[src/rtl/core/aqpg_pkg.sv]
// Shared types, constants and helpers for the adaptive quality governor.
package aqpg_pkg;

    localparam int unsigned IntegralLimitDefault = 25600;

    localparam logic [2:0] CfgBudgetMax = 3'd0;
    localparam logic [2:0] CfgBudgetMin = 3'd1;
    localparam logic [2:0] CfgScaleMin  = 3'd2;
    localparam logic [2:0] CfgScaleMax  = 3'd3;
    localparam logic [2:0] CfgModeFlags = 3'd4;
    localparam logic [2:0] CfgGainP     = 3'd5;
    localparam logic [2:0] CfgGainI     = 3'd6;
    localparam logic [2:0] CfgGainD     = 3'd7;

    typedef struct packed {
        logic [15:0] headroom;
        logic [15:0] free_mem_mb;
        logic [15:0] quality_db;
        logic [7:0]  goal_fps;
        logic [15:0] frame_ms;
    } aqpg_in_t;

    typedef struct packed {
        logic [19:0] prim_budget;
        logic [15:0] res_scale;
        logic [1:0]  harmonic_order;
        logic [2:0]  iters_per_frame;
        logic        half_precision;
        logic [9:0]  densify;
        logic [15:0] depth_weight;
        logic        back_path;
        logic [1:0]  tier;
    } aqpg_out_t;

    // Classified request handed from front to back.
    typedef struct packed {
        logic [19:0] budget;
        logic [16:0] scale;
        logic [1:0]  order;
        logic [2:0]  iters;
        logic        half;
        logic [9:0]  dens;
        logic [15:0] depth;
        logic        path;
        logic [1:0]  tier;
        logic [17:0] err;
    } aqpg_job_t;

    // Target frame time round(256000/fps) in Q10.8; fps 0 gives 16.67 ms.
    function automatic logic [17:0] target_time(input logic [5:0] fps);
        logic [17:0] t;
        t = 18'd4268;
        if (fps != 6'd0)
        begin
            t = 18'((32'd256000 + 32'(fps >> 1)) / 32'(fps));
        end
        return t;
    endfunction

endpackage

[src/rtl/core/aqpg_queue.sv]
// Two-entry request queue between front and back.
module aqpg_queue (
    input  logic                clk,
    input  logic                rst_n,
    input  logic                push,
    input  aqpg_pkg::aqpg_job_t push_data,
    input  logic                pop,
    output logic                full,
    output logic                not_empty,
    output aqpg_pkg::aqpg_job_t head
);
    import aqpg_pkg::*;

    aqpg_job_t mem_reg [2];
    logic      wp_reg, rp_reg;
    logic [1:0] cnt_reg;

    assign full      = (cnt_reg == 2'd2);
    assign not_empty = (cnt_reg != 2'd0);
    assign head      = mem_reg[rp_reg];

    always_ff @(posedge clk)
    begin
        if (push)
        begin
            mem_reg[wp_reg] <= push_data;
        end
    end

    always_ff @(posedge clk or negedge rst_n)
    begin
        if (!rst_n)
        begin
            wp_reg  <= 1'b0;
            rp_reg  <= 1'b0;
            cnt_reg <= 2'd0;
        end
        else
        begin
            if (push) wp_reg <= ~wp_reg;
            if (pop)  rp_reg <= ~rp_reg;
            cnt_reg <= cnt_reg + 2'(push) - 2'(pop);
        end
    end

endmodule

[config.mk]
export PLATFORM = sky130hd
export DESIGN_NAME = aqpg_queue
export DESIGN_NICKNAME = d
export VERILOG_FILES = /design/src/rtl/core/aqpg_pkg.sv /design/src/rtl/core/aqpg_queue.sv
export SDC_FILE = /design/constraint.sdc
export NUM_CORES = 1
export LEC_CHECK = 0
export BUFFER_PORTS_ARGS = -buffer_cell sky130_fd_sc_hd__buf_2
export CORE_ASPECT_RATIO = 0.75
export CORE_UTILIZATION = 54
export CTS_BUF_LIST = sky130_fd_sc_hd__clkbuf_4 sky130_fd_sc_hd__clkbuf_8
export DETAILED_ROUTE_END_ITERATION = 7
export GPL_ROUTABILITY_DRIVEN = 0
export GPL_TIMING_DRIVEN = 0
export PLACE_DENSITY = 0.93
export SYNTH_ARGS = -nofsm -noshare
export SYNTH_HDL_FRONTEND = slang
export SYNTH_SLANG_ARGS = --single-unit
[constraint.sdc]
create_clock -name clk -period 6.5 [get_ports clk]
set_input_delay 0.325 -clock clk [delete_from_list [all_inputs] [get_ports clk]]
set_output_delay 0.325 -clock clk [all_outputs]
set_load 0.02 [all_outputs]
Word-level counts from Yosys, hierarchy flattened:

Memory sizes are Yosys's and may differ from the RTL's.
Index checks and enable logic that the tools add are counted.

* output and inout bits: 92
* memories: 1
* memory bits (read-only): 0
* latch bits: 0
* logic and storage cells: 12
* memory bits (writable): 180
* register bits after elaboration: 4

Memories
* mem_reg: depth 2, width 90, read ports 1, clocked after Yosys merged registers in 0, wr ports 1, RTL line aqpg_queue.sv:14 `aqpg_job_t mem_reg [2];`

* div/mod/pow operators: 0
* bitwise operators: 2
* add/subtract/negate cells: 2
* shifts and indexed selects: 0
* muxes and demuxes: 2
* order comparisons: 0
* eq/ne operators: 1
* multiply operators: 0
* reductions and logical operators: 1

Operator list (count)
* $add 2x1->2: 1
* $eq 2x2->1 const B: 1
* $mux 1: 2
* $not 1->1: 2
* $reduce_bool 2->1: 1
* $sub 2x1->2: 1

Logic depth before layout (Yosys ltp):

Gate-level depths: netlist (run 1).

* word-level depth: 2
* depth in mapped cells: 5
* depth with buffers taken out: 5

Worst setup path before layout (run 1):

OpenSTA, ideal clock, no wires.

* kind: register -> register
* start: register wp_reg
* end: memory mem_reg[0][0] (netlist bit), enable pin
* period minus slack after synthesis: 4.939 ns
* setup time: 0.550 ns
* arrival: 4.389 ns
* path slack: 1.561 ns
* buffers on the path: 0
* stages on the path, launching flop included: 2
* cells stage by stage: dfrtp_1 nor2b_1

RTL lines
* start, declared: RTL line aqpg_queue.sv:15 `logic wp_reg, rp_reg;`
* start signal, assigned: RTL line aqpg_queue.sv:40 `if (push) wp_reg <= ~wp_reg;`
* end, declared: RTL line aqpg_queue.sv:14

No word-level cell before the write port.

==> flow_metrics.tcl, run 1 <==
set metrics [dict create \
    top_usage_layer "met2" \
    reg2reg_depth 2 \
    start_util 0.569 \
    grtUsageMet2 0.350 \
    netlist.area_leader.share 0.800 \
    r2r_end "mem_reg[0][42]" \
    syn_to_final_growth_pct 23.7 \
    post-cts-setup-buffers 0 \
    required_ns 6.17 \
    synth_edf_count 180 \
    clock_path_buffers 2 \
    grt_use_met1 0.215 \
    io_pins 186 \
    track_usage 0.193 \
    htree_levels 4 \
    cts_tree "done" \
    synthAdderAreaFrac 0.00371 \
    cp_max_fo 10 \
    ys_async_sr_fraction 0.0217 \
    fmax_mhz 500 \
    hpwl_mm 8.26 \
    ir_worst_vdd_mv 0.283 \
    slowest_stage "mux2_2" \
    cts.sinks 184 \
    die_area_sq_mm 0.0130 \
    syn_inst 295 \
    nNetsFinal 599 \
    drtIter0Drc 177 \
    clkLatencyLatePin_ns 0.44 \
    synthXorXnorAreaFrac 0.00611 \
    crit_type "flip-flop to primary output" \
    grt_pass1_wl_mm 18.6 \
    ys_types 12 \
    cp-end-kind "primary output" \
    ys_seq_area_frac 0.815 \
    rrSetupSlack_ns 4.65 \
    crit_arrival_ns 1.67 \
    start_kind "flip-flop" \
    grt_setup_unrepaired "false" \
    postSynthAreaPerCell_sq_um 22.9 \
    synth_seq_cells 184 \
    die_y_microns 98.8 \
    num_antenna_cells 0 \
    coreArea_sq_mm 0.0119 \
    drcViolationCount 0 \
    drtPass1Iterations 4 \
    antenna_found_initial 0 \
    hold_class "input port to flip-flop" \
    cts-root-buf "clkbuf_8" \
    largest_reg_flops 180 \
    grt_pass1_vias 3709 \
    cp-startpoint "rp_reg" \
    synth_compound_area_frac 0 \
    finClkSkew_ns 0.00997 \
    critical_path.max_stage_delay_ns 0.36 \
    dp_slack_ns 4.56 \
    netlist_area_sq_mm 0.00675 \
    max_slew_margin 0.346 \
    yosys.area_share.simple 0.00371 \
    power_uw 3660 \
    layout-drive-gt1-share 0.625 \
    avgRoutedWirePerCell_microns 17.6 \
    multi_input_area_sq_mm 0.00111 \
    clkSlewWorstSetupHoldPaths_ns 0.10 \
    ys.flop_type "edfxtp_1" \
    dr_total_vias 3430 \
    drv_cap 0 \
    finalHoldViolations 0 \
    path_cells "buf_6 -> clkbuf_8 -> mux2_2 -> buf_2" \
    vias_per_cell 5.07 \
    synth_top_family_by_area "multiplexers" \
    wl_mm 11.9 \
    register_area_sq_mm 0.00551 \
    period_minus_slack_ns 2.00 \
    reg2reg_from "wp_reg" \
    yosysMostFrequentCell "edfxtp_1" \
    synthTopCellsByCount "edfxtp_1, mux2_2, clkbuf_8, dfrtp_1" \
    status "finished, final reports clean" \
    drtAntennaViolNets 0 \
    fillerInstances 728 \
    synth_area_leader_cell "edfxtp_1" \
    setup_viol 0 \
    critPathCapture "head[50]" \
    numPortBuffers 185 \
    fin_crit_sh 0.307 \
    cts_buffers 17 \
    rows 34 \
    synthMuxAreaShare 0.150 \
    synthTopCellsByArea "edfxtp_1, mux2_2, clkbuf_8, dfrtp_1, ha_1" \
    syn_nets 391 \
    met3_usage 0.0602 \
    leakage_uw 0.00317 \
    ys_warn_count 0 \
    holdWs_ns 0.0717 \
    final-instance-count-excl-fill 677 \
    layout_setup_ws_ns 4.50 \
    worstMarginPinSlew_ns 0.979 \
    dieWidth_microns 131 \
    grt-ovfl-total 0 \
    finalMaxSlewViolations 0 \
    place_inst 645 \
    grt_max_degree 47 \
    p_per_area_mw_per_mm2 438 \
]
metal layers:
metal,up-vias,routed length [microns],part of all wire
li1,1585,-,-
met1,1695,4790,0.40
met2,136,6230,0.52
met3,14,755,0.063
met4,0,133,0.011
met5,-,0,0
cell type report:
class / instances / area share
flip-flops and latches: 184 / 0.659
multi-input cells: 99 / 0.134
repair buffers: 189 / 0.119
clock buffers: 19 / 0.0298
well taps: 162 / 0.0243
clock inverters: 12 / 0.0168
plain buffers: 10 / 0.0162
inverters: 2 / 0.000899
stage by stage:
step                utilization  area [sq um]  setup TNS, ns
floorplan                     -          6750              0
global placement          0.664          7880         -13.49
detailed placement        0.670          7950              0
CTS                       0.704          8350              0
global route              0.704          8350              0
finish                    0.704          8350              0
critical path, delay by kind of cell, from the launching register on:
family	cells	cell delay, ns
flip-flops	1	0.34
buffers and inverters	3	0.54
multiplexers	1	0.36
cell families after synthesis:
kind of cell               after synthesis
and+or+nand+nor                          4
buffers and inverters                   12
DFF                                    184
adders and majority gates                2
muxes                                   90
xor gates and xnor gates                 3
placed cells by master (no fill, tap or decap):
cell type and count:
buf_2 185, edfxtp_1 180, mux2_2 90, clkbuf_8 26, clkinvlp_4 5, dfrtp_1 4, inv_6 3, buf_12 3
inv_1 2, xor2_1 2, ha_1 2, clkbuf_4 2, bufinv_16 2, xor3_1 1, buf_6 1, and2_4 1
or2_2 1, nor2b_1 1, nor2b_4 1, inv_8 1, clkinv_2 1, dlygate4sd3_1 1
worst min-delay path by stage:
stage	end	slack, ns	cells past startpoint	startpoint
4_1_cts	mem_reg[0][34]	0.05	1	push_data[34]
2_1_floorplan	cnt_reg[0]	0.03	0	rst_n
6_report	mem_reg[1][55]	0.07	1	push_data[55]
3_3_place_gp	wp_reg	0.13	1	rst_n
5_1_grt	mem_reg[1][18]	0.04	1	push_data[18]
3_5_place_dp	cnt_reg[0]	0.13	1	rst_n
where the power goes:
part	internal, uW	total, uW	switching, uW
logic	544	1290	743
registers	1570	1630	56.3
clock network	353	746	392
total	2470	3660	1190
timing repair:
action / CTS / global route
hold buffers: 1 / 0
endpoints found under the hold margin: 4 / 0
resized for setup: 0 / 0
No activity file was read; power rests on OpenSTA's default activity.
==> run 2: changes to the inputs <==
==> constraint.sdc (replaced) <==
create_clock -name clk -period 1.95 [get_ports clk]
set_input_delay 0.0975 -clock clk [delete_from_list [all_inputs] [get_ports clk]]
set_output_delay 0.0975 -clock clk [all_outputs]
set_load 0.02 [all_outputs]
==> run 2 against run 1 <==
Compared with the run above:
- global-route usage grew 4.0 points
- sequential share of layout area shrank 6.8 points
- cell area grew 11%
- non-clock buffer count grew 94
- count of clock-buffer cells in the layout shrank 2
- critical path depth is the same
==> flow_metrics.tcl, run 2 (synthesized netlist as in run 1, its figures left out) <==
set metrics [dict create \
    drcViolationCount 0 \
    layout_common_cells "buf_2, edfxtp_1, dlygate4sd3_1" \
    vias_per_cell 5.04 \
    avgRoutedWirePerCell_microns 18.7 \
    layout_commonest_cell "buf_2" \
    register_area_sq_mm 0.00551 \
    reg2reg_from "wp_reg" \
    post-cts-setup-buffers 0 \
    antenna_found_initial 0 \
    path_cells "buf_6 -> clkbuf_8 -> mux2_2 -> buf_2" \
    drv_cap 0 \
    p_seq_frac 0.436 \
    grt_pass1_wl_mm 22.4 \
    fin_area_sq_mm 0.00931 \
    layout-drive-gt1-share 0.529 \
    fin_crit_sh 0.929 \
    grt_setup_unrepaired "false" \
    dieWidth_microns 131 \
    rows 34 \
    hold_end "mem_reg[0][46]" \
    slowest_stage "mux2_2" \
    die_y_microns 98.8 \
    finalMaxSlewViolations 0 \
    place_area_sq_mm 0.00799 \
    hpwl_mm 8.48 \
    rrSetupSlack_ns 0.22 \
    worstMarginPinSlew_ns 0.606 \
    switching_power_uw 4130 \
    cts_resized 0 \
    grt-ovfl-total 0 \
    drtIter0Drc 231 \
    clock_power_share 0.197 \
    finClkSkew_ns 0.0103 \
    htree_levels 4 \
    critical_path.max_stage_delay_ns 0.36 \
    track_usage 0.233 \
    clock_path_buffers 2 \
    die_area_sq_mm 0.0130 \
    r2r_end "mem_reg[0][56]" \
    leakage_uw 0.00358 \
    start_util 0.569 \
    multi_input_area_sq_mm 0.00111 \
    max_slew_margin 0.596 \
    hold_class "input port to flip-flop" \
    ir_worst_vdd_mv 0.879 \
    cp-end-kind "primary output" \
    layout_setup_ws_ns 0.138 \
    critPathBufInv 3 \
    fillerInstances 607 \
    whs_path_depth 2 \
    holdWs_ns 0.378 \
    cpLargestDelayFamily "buffers and inverters" \
    start_kind "flip-flop" \
    syn_to_final_growth_pct 37.9 \
    dp_slack_ns 0.225 \
    num_antenna_cells 0 \
    cp_max_fo 10 \
    setup_viol 0 \
    reg2reg_depth 3 \
    cts-root-buf "clkbuf_8" \
    grt_max_degree 51 \
    drtPass1Iterations 4 \
    largest_reg_flops 180 \
    cts_tree "done" \
    grt_pass1_vias 4312 \
    p_sw_frac 0.331 \
    io_pins 186 \
    min_from "push_data[46]" \
    p_per_area_mw_per_mm2 1340 \
    numPortBuffers 185 \
    dr_total_vias 3883 \
    status "finished, final reports clean" \
    wl_mm 14.4 \
    finalHoldViolations 0 \
    hold_buffers 94 \
    drtAntennaViolNets 0 \
    clkLatencyLatePin_ns 0.43 \
    p_int_uw 8360 \
    clkSlewWorstSetupHoldPaths_ns 0.09 \
    coreArea_sq_mm 0.0119 \
    comb_power_share 0.367 \
    cts_buffers 17 \
    fmax_mhz 552 \
    crit_arrival_ns 1.71 \
    required_ns 1.85 \
    crit_type "flip-flop to primary output" \
    period_minus_slack_ns 1.81 \
    nNetsFinal 693 \
    cts.sinks 184 \
]
run 2: worst max path at each step:
stage | from | slack [ns] | cells after the start | end
global route | rp_reg | 0.06 | 4 | head[35]
detailed placement | wp_reg | 0.23 | 3 | mem_reg[0][18]
floorplan | wp_reg | -0.23 | 1 | mem_reg[0][0]
global placement | wp_reg | -0.81 | 1 | mem_reg[0][18]
CTS | rp_reg | 0.1 | 4 | head[85]
finish | rp_reg | 0.14 | 4 | head[85]
run 2: cell type report:
class / instances / share of cell area
flip-flops and latches: 184 / 0.591
repair buffers: 283 / 0.211
multi-input cells: 99 / 0.120
clock buffers: 17 / 0.0251
well taps: 162 / 0.0218
clock inverters: 14 / 0.0159
plain buffers: 10 / 0.0145
inverters: 2 / 0.000806
run 2: through the flow:
step | utilization | TNS, ns | std cells | power [uW]
finish | 0.784 | 0 | 771 | 12500
global route | 0.784 | 0 | 771 | 13000
CTS | 0.784 | 0 | 771 | 12500
detailed placement | 0.673 | 0 | 646 | 9920
global placement | 0.665 | -118.74 | 642 | 9670
floorplan | - | -24.61 | 295 | 8480
run 2: worst register-to-register path: cells and delay by family, from the launching register on:
family / cells / cell delay [ns]
buffers and inverters: 2 / 0.48
AND/OR/NAND/NOR: 1 / 0.51
flip-flops: 1 / 0.45
run 2: metal layers:
metal,vias to the layer above,global-route usage,wire length [microns]
li1,1774,-,-
met1,1918,0.270,5790
met2,173,0.422,7590
met3,18,0.0638,878
met4,0,0.0769,180
met5,-,0,0
run 2: power groups by stage:
stage                     Sequential, uW  Combinational (uW)  Clock (uW)
after global routing                5510                4840        2660
after global placement              5500                4170           0
after CTS                           5440                4580        2510
after floorplan                     5470                3010           0
after detailed placement            5530                4390           0
final                               5450                4580        2460
