$ cat src/rtl/core/aqpg_pkg.sv
// Shared types, constants and helpers for the adaptive quality governor.
package aqpg_pkg;

    localparam int unsigned IntegralLimitDefault = 25600;

    localparam logic [2:0] CfgBudgetMax = 3'd0;
    localparam logic [2:0] CfgBudgetMin = 3'd1;
    localparam logic [2:0] CfgScaleMin  = 3'd2;
    localparam logic [2:0] CfgScaleMax  = 3'd3;
    localparam logic [2:0] CfgModeFlags = 3'd4;
    localparam logic [2:0] CfgGainP     = 3'd5;
    localparam logic [2:0] CfgGainI     = 3'd6;
    localparam logic [2:0] CfgGainD     = 3'd7;

    typedef struct packed {
        logic [15:0] headroom;
        logic [15:0] free_mem_mb;
        logic [15:0] quality_db;
        logic [7:0]  goal_fps;
        logic [15:0] frame_ms;
    } aqpg_in_t;

    typedef struct packed {
        logic [19:0] prim_budget;
        logic [15:0] res_scale;
        logic [1:0]  harmonic_order;
        logic [2:0]  iters_per_frame;
        logic        half_precision;
        logic [9:0]  densify;
        logic [15:0] depth_weight;
        logic        back_path;
        logic [1:0]  tier;
    } aqpg_out_t;

    // Classified request handed from front to back.
    typedef struct packed {
        logic [19:0] budget;
        logic [16:0] scale;
        logic [1:0]  order;
        logic [2:0]  iters;
        logic        half;
        logic [9:0]  dens;
        logic [15:0] depth;
        logic        path;
        logic [1:0]  tier;
        logic [17:0] err;
    } aqpg_job_t;

    // Target frame time round(256000/fps) in Q10.8; fps 0 gives 16.67 ms.
    function automatic logic [17:0] target_time(input logic [5:0] fps);
        logic [17:0] t;
        t = 18'd4268;
        if (fps != 6'd0)
        begin
            t = 18'((32'd256000 + 32'(fps >> 1)) / 32'(fps));
        end
        return t;
    endfunction

endpackage

$ cat src/rtl/core/aqpg_back.sv
// Back part: PID update on one shared multiplier, pressure scaling and clamps.
module aqpg_back #(
    parameter int unsigned INTEGRAL_LIMIT = aqpg_pkg::IntegralLimitDefault
) (
    input  logic                clk,
    input  logic                rst_n,
    input  logic                q_valid,
    input  aqpg_pkg::aqpg_job_t q_head,
    output logic                pop,
    input  logic [19:0]         budget_max,
    input  logic [19:0]         budget_min,
    input  logic [15:0]         scale_min,
    input  logic [15:0]         scale_max,
    input  logic [15:0]         gain_p,
    input  logic [15:0]         gain_i,
    input  logic [15:0]         gain_d,
    input  logic                stall,
    output logic                valid,
    output aqpg_pkg::aqpg_out_t out_data
);
    import aqpg_pkg::*;

    typedef enum logic [3:0] {
        S_IDLE, S_P, S_I, S_D, S_DIV, S_PRS, S_BUD, S_SCL, S_FIN, S_OUT
    } state_t;

    localparam logic signed [24:0] LimPos = 25'(INTEGRAL_LIMIT);
    localparam logic signed [24:0] LimNeg = -25'(INTEGRAL_LIMIT);

    state_t             state_reg;
    aqpg_job_t          job_reg;
    logic signed [23:0] sum_reg;
    logic signed [17:0] last_reg;
    logic signed [18:0] der_reg;
    logic signed [40:0] acc_reg;
    logic signed [40:0] prod_reg;
    logic [40:0]        mag_reg;
    logic [36:0]        q_reg;
    logic [16:0]        p_reg;
    logic [19:0]        bud_reg;
    logic [16:0]        sc_reg;
    logic               valid_reg;
    aqpg_out_t          out_reg;

    // Shared signed multiplier operands.
    logic signed [24:0] ma;
    logic signed [16:0] mb;
    logic signed [41:0] mp;
    logic signed [24:0] sum_n;
    logic [37:0]        qm;
    logic [37:0]        bm;
    logic [19:0]        bclamp;
    logic [16:0]        sclamp;

    always_comb
    begin
        sum_n = 25'(sum_reg) + 25'(signed'(job_reg.err));
        if (sum_n > LimPos) sum_n = LimPos;
        if (sum_n < LimNeg) sum_n = LimNeg;

        ma = 25'(signed'(job_reg.err));
        mb = signed'({1'b0, gain_p});
        case (state_reg)
            S_I:
            begin
                ma = 25'(sum_reg);
                mb = signed'({1'b0, gain_i});
            end
            S_D:
            begin
                ma = 25'(der_reg);
                mb = signed'({1'b0, gain_d});
            end
            S_BUD:
            begin
                ma = signed'({5'd0, bud_reg});
                mb = signed'(p_reg);
            end
            S_SCL:
            begin
                ma = signed'({8'd0, sc_reg});
                mb = signed'(p_reg);
            end
            default:
            begin
            end
        endcase
        mp = 42'(ma) * 42'(mb);
        bm = 38'(mp);

        // Divide magnitude by 20: drop two bits, then multiply by ceil(2^20/5).
        // Only magnitudes below 20*45875 need the quotient; larger ones floor the pressure.
        qm = 38'(mag_reg[19:2]) * 38'd209716;
        bclamp = bud_reg;
        if (bud_reg < budget_min)      bclamp = budget_min;
        else if (bud_reg > budget_max) bclamp = budget_max;
        sclamp = sc_reg;
        if (sc_reg < 17'(scale_min))      sclamp = 17'(scale_min);
        else if (sc_reg > 17'(scale_max)) sclamp = 17'(scale_max);
    end

    assign pop      = (state_reg == S_IDLE) && q_valid;
    assign valid    = valid_reg;
    assign out_data = out_reg;

    always_ff @(posedge clk or negedge rst_n)
    begin
        if (!rst_n)
        begin
            state_reg <= S_IDLE;
            sum_reg   <= '0;
            last_reg  <= '0;
            valid_reg <= 1'b0;
        end
        else
        begin
            unique case (state_reg)
                S_IDLE:
                begin
                    if (q_valid)
                    begin
                        job_reg   <= q_head;
                        state_reg <= S_P;
                    end
                end
                S_P:
                begin
                    prod_reg  <= 41'(mp);
                    der_reg   <= 19'(signed'(job_reg.err)) - 19'(last_reg);
                    last_reg  <= signed'(job_reg.err);
                    sum_reg   <= 24'(sum_n);
                    state_reg <= S_I;
                end
                S_I:
                begin
                    acc_reg   <= prod_reg;
                    prod_reg  <= 41'(mp);
                    state_reg <= S_D;
                end
                S_D:
                begin
                    acc_reg   <= acc_reg + prod_reg + 41'(mp);
                    bud_reg   <= job_reg.budget;
                    sc_reg    <= job_reg.scale;
                    state_reg <= S_DIV;
                end
                S_DIV:
                begin
                    if (acc_reg < -41'sd65536)
                    begin
                        mag_reg   <= 41'(-acc_reg);
                        state_reg <= S_PRS;
                    end
                    else
                    begin
                        state_reg <= S_FIN;
                    end
                end
                S_PRS:
                begin
                    if (mag_reg >= 41'd917500) q_reg <= 37'd45875;
                    else q_reg <= 37'(qm >> 20);
                    state_reg <= S_BUD;
                    p_reg     <= 17'd0;
                end
                S_BUD:
                begin
                    if (p_reg == 17'd0)
                    begin
                        // Pressure first, then scale by it on the next pass.
                        if (q_reg >= 37'd45875) p_reg <= 17'd19661;
                        else p_reg <= 17'(37'd65536 - q_reg);
                    end
                    else
                    begin
                        bud_reg   <= 20'(bm >> 16);
                        state_reg <= S_SCL;
                    end
                end
                S_SCL:
                begin
                    sc_reg <= 17'(bm >> 16);
                    if (p_reg < 17'd39322 && job_reg.iters > 3'd1)
                        job_reg.iters <= job_reg.iters - 3'd1;
                    if (p_reg < 17'd26215 && job_reg.order > 2'd1)
                        job_reg.order <= job_reg.order - 2'd1;
                    state_reg <= S_FIN;
                end
                S_FIN:
                begin
                    if (!valid_reg || !stall)
                    begin
                        out_reg.prim_budget     <= bclamp;
                        out_reg.res_scale       <= sclamp[15:0];
                        out_reg.harmonic_order  <= job_reg.order;
                        out_reg.iters_per_frame <= job_reg.iters;
                        out_reg.half_precision  <= job_reg.half;
                        out_reg.densify         <= job_reg.dens;
                        out_reg.depth_weight    <= job_reg.depth;
                        out_reg.back_path       <= job_reg.path;
                        out_reg.tier            <= job_reg.tier;
                        valid_reg               <= 1'b1;
                        state_reg               <= S_IDLE;
                    end
                end
                S_OUT:
                begin
                    state_reg <= S_IDLE;
                end
                default:
                begin
                    state_reg <= S_IDLE;
                end
            endcase
            if (valid_reg && !stall && !(state_reg == S_FIN))
            begin
                valid_reg <= 1'b0;
            end
        end
    end

endmodule

$ cat config.mk
export PLATFORM = sky130hd
export DESIGN_NAME = aqpg_back
export DESIGN_NICKNAME = d
export VERILOG_FILES = /design/src/rtl/core/aqpg_pkg.sv /design/src/rtl/core/aqpg_back.sv
export SDC_FILE = /design/constraint.sdc
export NUM_CORES = 2
export LEC_CHECK = 0
export ABC_AREA = 0
export BUFFER_PORTS_ARGS = -buffer_cell sky130_fd_sc_hd__buf_4
export CAP_MARGIN = 20
export CORE_ASPECT_RATIO = 0.8
export CORE_MARGIN = 2
export CORE_UTILIZATION = 30
export DETAILED_ROUTE_END_ITERATION = 10
export PLACE_DENSITY_LB_ADDON = 0.05
export SLEW_MARGIN = 10
export SYNTH_ARGS = -nofsm -noshare
export SYNTH_HDL_FRONTEND = slang
export SYNTH_SLANG_ARGS = --single-unit
$ cat constraint.sdc
create_clock -name clk -period 14.9 [get_ports clk]
set_clock_uncertainty 0.1 [all_clocks]
set_input_delay 2.98 -clock clk [delete_from_list [all_inputs] [get_ports clk]]
set_output_delay 2.98 -clock clk [all_outputs]
set_load 0.05 [all_outputs]
# Word-level counts from Yosys, hierarchy flattened
# Index checks and enable logic that the tools add are counted.
# W data, S select, Z words.
[word_totals]
reg_bits = 420
in_bits = 214
out_inout_bits = 73
wordCells = 129
[classes]
add_sub_neg = 8
mul = 2
n_lt_le_gt_ge = 13
eq_ne = 14
muxes = 27
reduce_logical = 34
[ops]
columns = ["cell", "count"]
rows = [
  ["$pmux W25 S4", 1],
  ["$add A41 B41 Y41", 2],
  ["$pmux W41 S2", 1],
  ["$pmux W17 S2", 2],
  ["$mux W20", 3],
  ["$mux W53", 1],
  ["$pmux W17 S3", 1],
  ["$ge A41 B20 Y1 const B", 1],
  ["$lt A41 B17 Y1 const B", 1],
  ["$mul A25 B17 Y41", 1],
  ["$neg A41 Y41", 1],
  ["$pmux W20 S2", 1],
  ["$pmux W4 S9", 1],
  ["$mul A18 B16 Y34 const B", 1],
  ["$mux W17", 2],
  ["$mux W16", 2],
  ["$add A24 B18 Y25", 1],
  ["$gt A25 B16 Y1 const B", 1],
  ["$lt A25 B16 Y1 const B", 1],
  ["$mux W25", 1],
  ["$mux W24", 1],
  ["$gt A20 B20 Y1", 1],
  ["$lt A20 B20 Y1", 1],
  ["$sub A18 B18 Y19", 1],
  ["30 further kinds", 68],
]

# Logic depth before layout (Yosys ltp)
[logic_depth]
word_depth = 6
mapped_depth = 49
ltp_nobuf = 47

# Worst setup path before layout
# No wires, ideal clock.
[synth_timing]
path_type = "input-to-reg"
start = "input gain_d[7]"
end = "register acc_reg[38] (data pin)"
setup_ns = 0.265
arrival_time_ns = 11.719
required_time_ns = 14.535
slack_ns = 2.816
cell_stages = 44
path_cell_list = "nand2_1 > nor2_1 > a221oi_1 > o21a_1 > clkbuf_1 > clkbuf_1 > nor2_1 > fa_1 > inv_1 > fa_1 > fa_1 > inv_1 > fa_1 > fa_1 > inv_1 > fa_1 > inv_1 > ha_1 > [... 8 more ...] > a21o_1 > a21oi_1 > xor2_1 > inv_1 > fa_1 > ha_1 > a21oi_1 > nor2b_1 > o21ai_0 > nand2b_1 > a21oi_1 > o31ai_1 > o21a_1 > o21ai_0 > nand2b_1 > a21oi_1 > xor2_1 > o21ai_1"
[synth_between]
elab_chain_len = 4
[synth_rtl]
columns = ["element", "line", "source"]
rows = [
  ["start: declaration", "aqpg_back.sv:16", "input logic [15:0] gain_d,"],
  ["$pmux W17 S3", "aqpg_back.sv:63", "case (state_reg)"],
  ["$mul A25 B17 Y41", "aqpg_back.sv:88", "mp = 42'(ma) * 42'(mb);"],
  ["net mp[30]", "aqpg_back.sv:48", "logic signed [41:0] mp;"],
  ["$add A41 B41 Y41", "aqpg_back.sv:142", "acc_reg <= acc_reg + prod_reg + 41'(mp);"],
  ["$pmux W41 S2", "aqpg_back.sv:117", "unique case (state_reg)"],
  ["end signal: assignment", "aqpg_back.sv:136", "acc_reg <= prod_reg;"],
  ["end signal: assignment", "aqpg_back.sv:142", ""],
  ["end: declaration", "aqpg_back.sv:35", "logic signed [40:0] acc_reg;"],
]
# The timed path passes the listed nets, and every way through them passes these cells.
# A chain may end at the register's enable or synchronous reset.

# Worst setup path after layout
# Ends and elaborated chain as after synthesis.

==> out/metrics.yaml <==
sta:
  slew_headroom_pct: 24.6
  period_needed_ns: 13.06
  finalSetupViolations: 0
  min_period_over_period_pct: 87.6
  tns_ns: 0
  slew_violations: 0
  rsz0062_at_grt: "no"
  layout_setup_ws_ns: 1.84
  hold_viol: 0
  fmax_mhz: 76.6
  worst_pin_slew_ns: 1.13
layout:
  nets: 5725
  final_cell_mix: "inv_1 (786), fa_1 (539), nand2_1 (504)"
  multi_input_area_um2: 27200
  drive_above_1_share_pct: 10.6
  final_util_pct: 34.6
  n_fill_cell: 14600
  final_common_cell: "inv_1"
  largest_reg_flops: 90
  regArea_um2: 12400
  design_area_um2: 49300
  synthToLayoutAreaGrowth_pct: 15.0
synthesis:
  yosys_warnings: 0
  ys_async_sr_fraction_pct: 11.2
  synth_cell_type_count: 86
  synth-edff-count: 373
  synth-main-ff-cell: "edfxtp_1"
  synthCells: 4281
  mappedNetlistArea_um2: 42900
  synth.avg_cell_area_um2: 10.0
  ys_seq_area_share_pct: 28.9
  syn_nets: 5429
  synth-seq-cells: 420
drt:
  drt_iter0_drc: 2368
  wl_um: 153000
  ant_nets: 0
  vias: 31000
  vias_per_cell: 4.76
  routedWlPerCell_um: 23.5
  drc: 0
  drtPass1Iterations: 6
min_path:
  hp-start: "job_reg[39]"
  worst_hold_path.endpoint: "out_data[21]"
  worstHoldPathType: "flip-flop to flip-flop"
  worstHoldPathCells: 0
clocking:
  ctsResizeCount: 0
  clock-sinks: 420
  cts.path.max_buffers: 3
  cts_tree: "yes"
  clock_latency_ns: 0.67
  ctsHoldBuffers: 0
  cts.clk_slew.worst_paths_ns: 0.06
  root_buffer: "clkbuf_16"
  numCtsBuffers: 53
  post_cts_buffers: 0
  htree_levels: 2
floorplanning:
  core_um2: 142000
  die_w_um: 427
  die-area_um2: 146000
  placementRows: 124
  die_h_um: 342
  start_util_pct: 30.1
  ios: 287
setup_path:
  ff2ff_path_depth: 42
  path_max_fanout: 17
  end_kind: "flip-flop"
  worstPathArrival_ns: 13.36
  start_kind: "primary input"
  critPathKind: "primary input to flip-flop"
  max_stage_delay_ns: 0.73
  reg2reg_from: "state_reg[3]"
  cp.required_ns: 15.20
  r2r-end: "acc_reg[38]"
  crit_slowest_cell: "o21a_1"
  r2r_slack_ns: 2.31
  crit_path_frequent_cell: "fa_1"
run:
  maxCapViolations: 0
grt:
  grt_pass1_vias: 32500
  grt_remaining_overflow: 0
  grt_usage_pct: 21.2
  antenna_found_initial: 7
  grt_pass1_wl_um: 227000
  grt_max_degree: 72
placed_design:
  gp_congestion: 0.906
  place_ws_ns: 1.25
  post_dp_cell_area_um2: 47600
  port_buffers: 286
  hpwl_um: 127000
outcome:
  status: "finished clean"
[worst max-delay path by stage]
stage	from	to	depth (start not counted)
after floorplan	gain_d[7]	acc_reg[38]	44
after global placement	gain_d[9]	acc_reg[38]	42
after detailed placement	gain_d[9]	acc_reg[38]	42
after CTS	gain_d[9]	acc_reg[38]	42
after global routing	gain_d[7]	acc_reg[38]	44
final	gain_d[7]	acc_reg[38]	44
[metrics by stage]
stage,std cells,hold slack [ns]
finish,6510,0.315
global route,6508,0.312
CTS,6503,0.301
detailed placement,6410,0.305
global placement,6409,0.301
floorplan,4281,0.300
[cell type report]
class | count | area share (%)
multi-input cells | 2957 | 55.1
flip-flops and latches | 420 | 25.1
inverters | 786 | 5.98
repair buffers | 359 | 5.49
well taps | 1890 | 4.80
clock buffers | 65 | 2.82
clock inverters | 28 | 0.682
diodes | 5 | 0.0254
[logic make-up after synthesis]
group           Yosys count  synth area share, %
fa+ha+maj               934                 36.7
simple gates           1173                 12.1
compound gates          604                 9.11
buf+inv                 904                 7.94
flops                   420                 28.9
mux                      74                 1.74
xor+xnor                172                 3.56
[critical path: cells and delay by family]
kind | cells | cell delay (ns)
simple gates | 9 | 1.29
compound gates | 17 | 3.48
buf+inv | 7 | 0.70
xor+xnor | 2 | 0.53
fa+ha+maj | 9 | 4.36
[synthesized netlist by cell type, drive strengths merged (11+ instances only)]
cell type    n  area share [%]
a211oi      19            0.33
a21boi      12            0.22
a21o        74             1.3
a21oi      157             1.8
a22oi       20            0.35
and2        19            0.28
and3        16            0.23
and4        28            0.57
buf         11            0.13
clkbuf     107            0.94
dfrtp       47             2.7
edfxtp     373              26
fa         539              25
ha         395              12
inv        786             6.9
mux2i       69             1.6
nand2      504             4.4
nand2b      25            0.36
nand3       36            0.42
nand4       62            0.90
nor2       363             3.2
nor2b       22            0.32
nor3        43            0.51
nor4        19            0.28
o21a        32            0.56
o21ai      170             2.0
o21bai      18            0.32
o31ai       18            0.39
or3         12            0.18
xnor2      105             2.2
xor2        66             1.3
[metal layers]
metal | GRT usage (%) | vias to the layer above | share of wire, %
met5 | 0 | - | 0
met4 | 5.13 | 0 | 2.4
met3 | 2.30 | 123 | 3.8
met2 | 32.8 | 601 | 45
met1 | 31.6 | 15600 | 49
li1 | - | 14700 | -
Power is not shown: default switching activity piles up to over one toggle a cycle in this logic, so the estimate is an artifact.
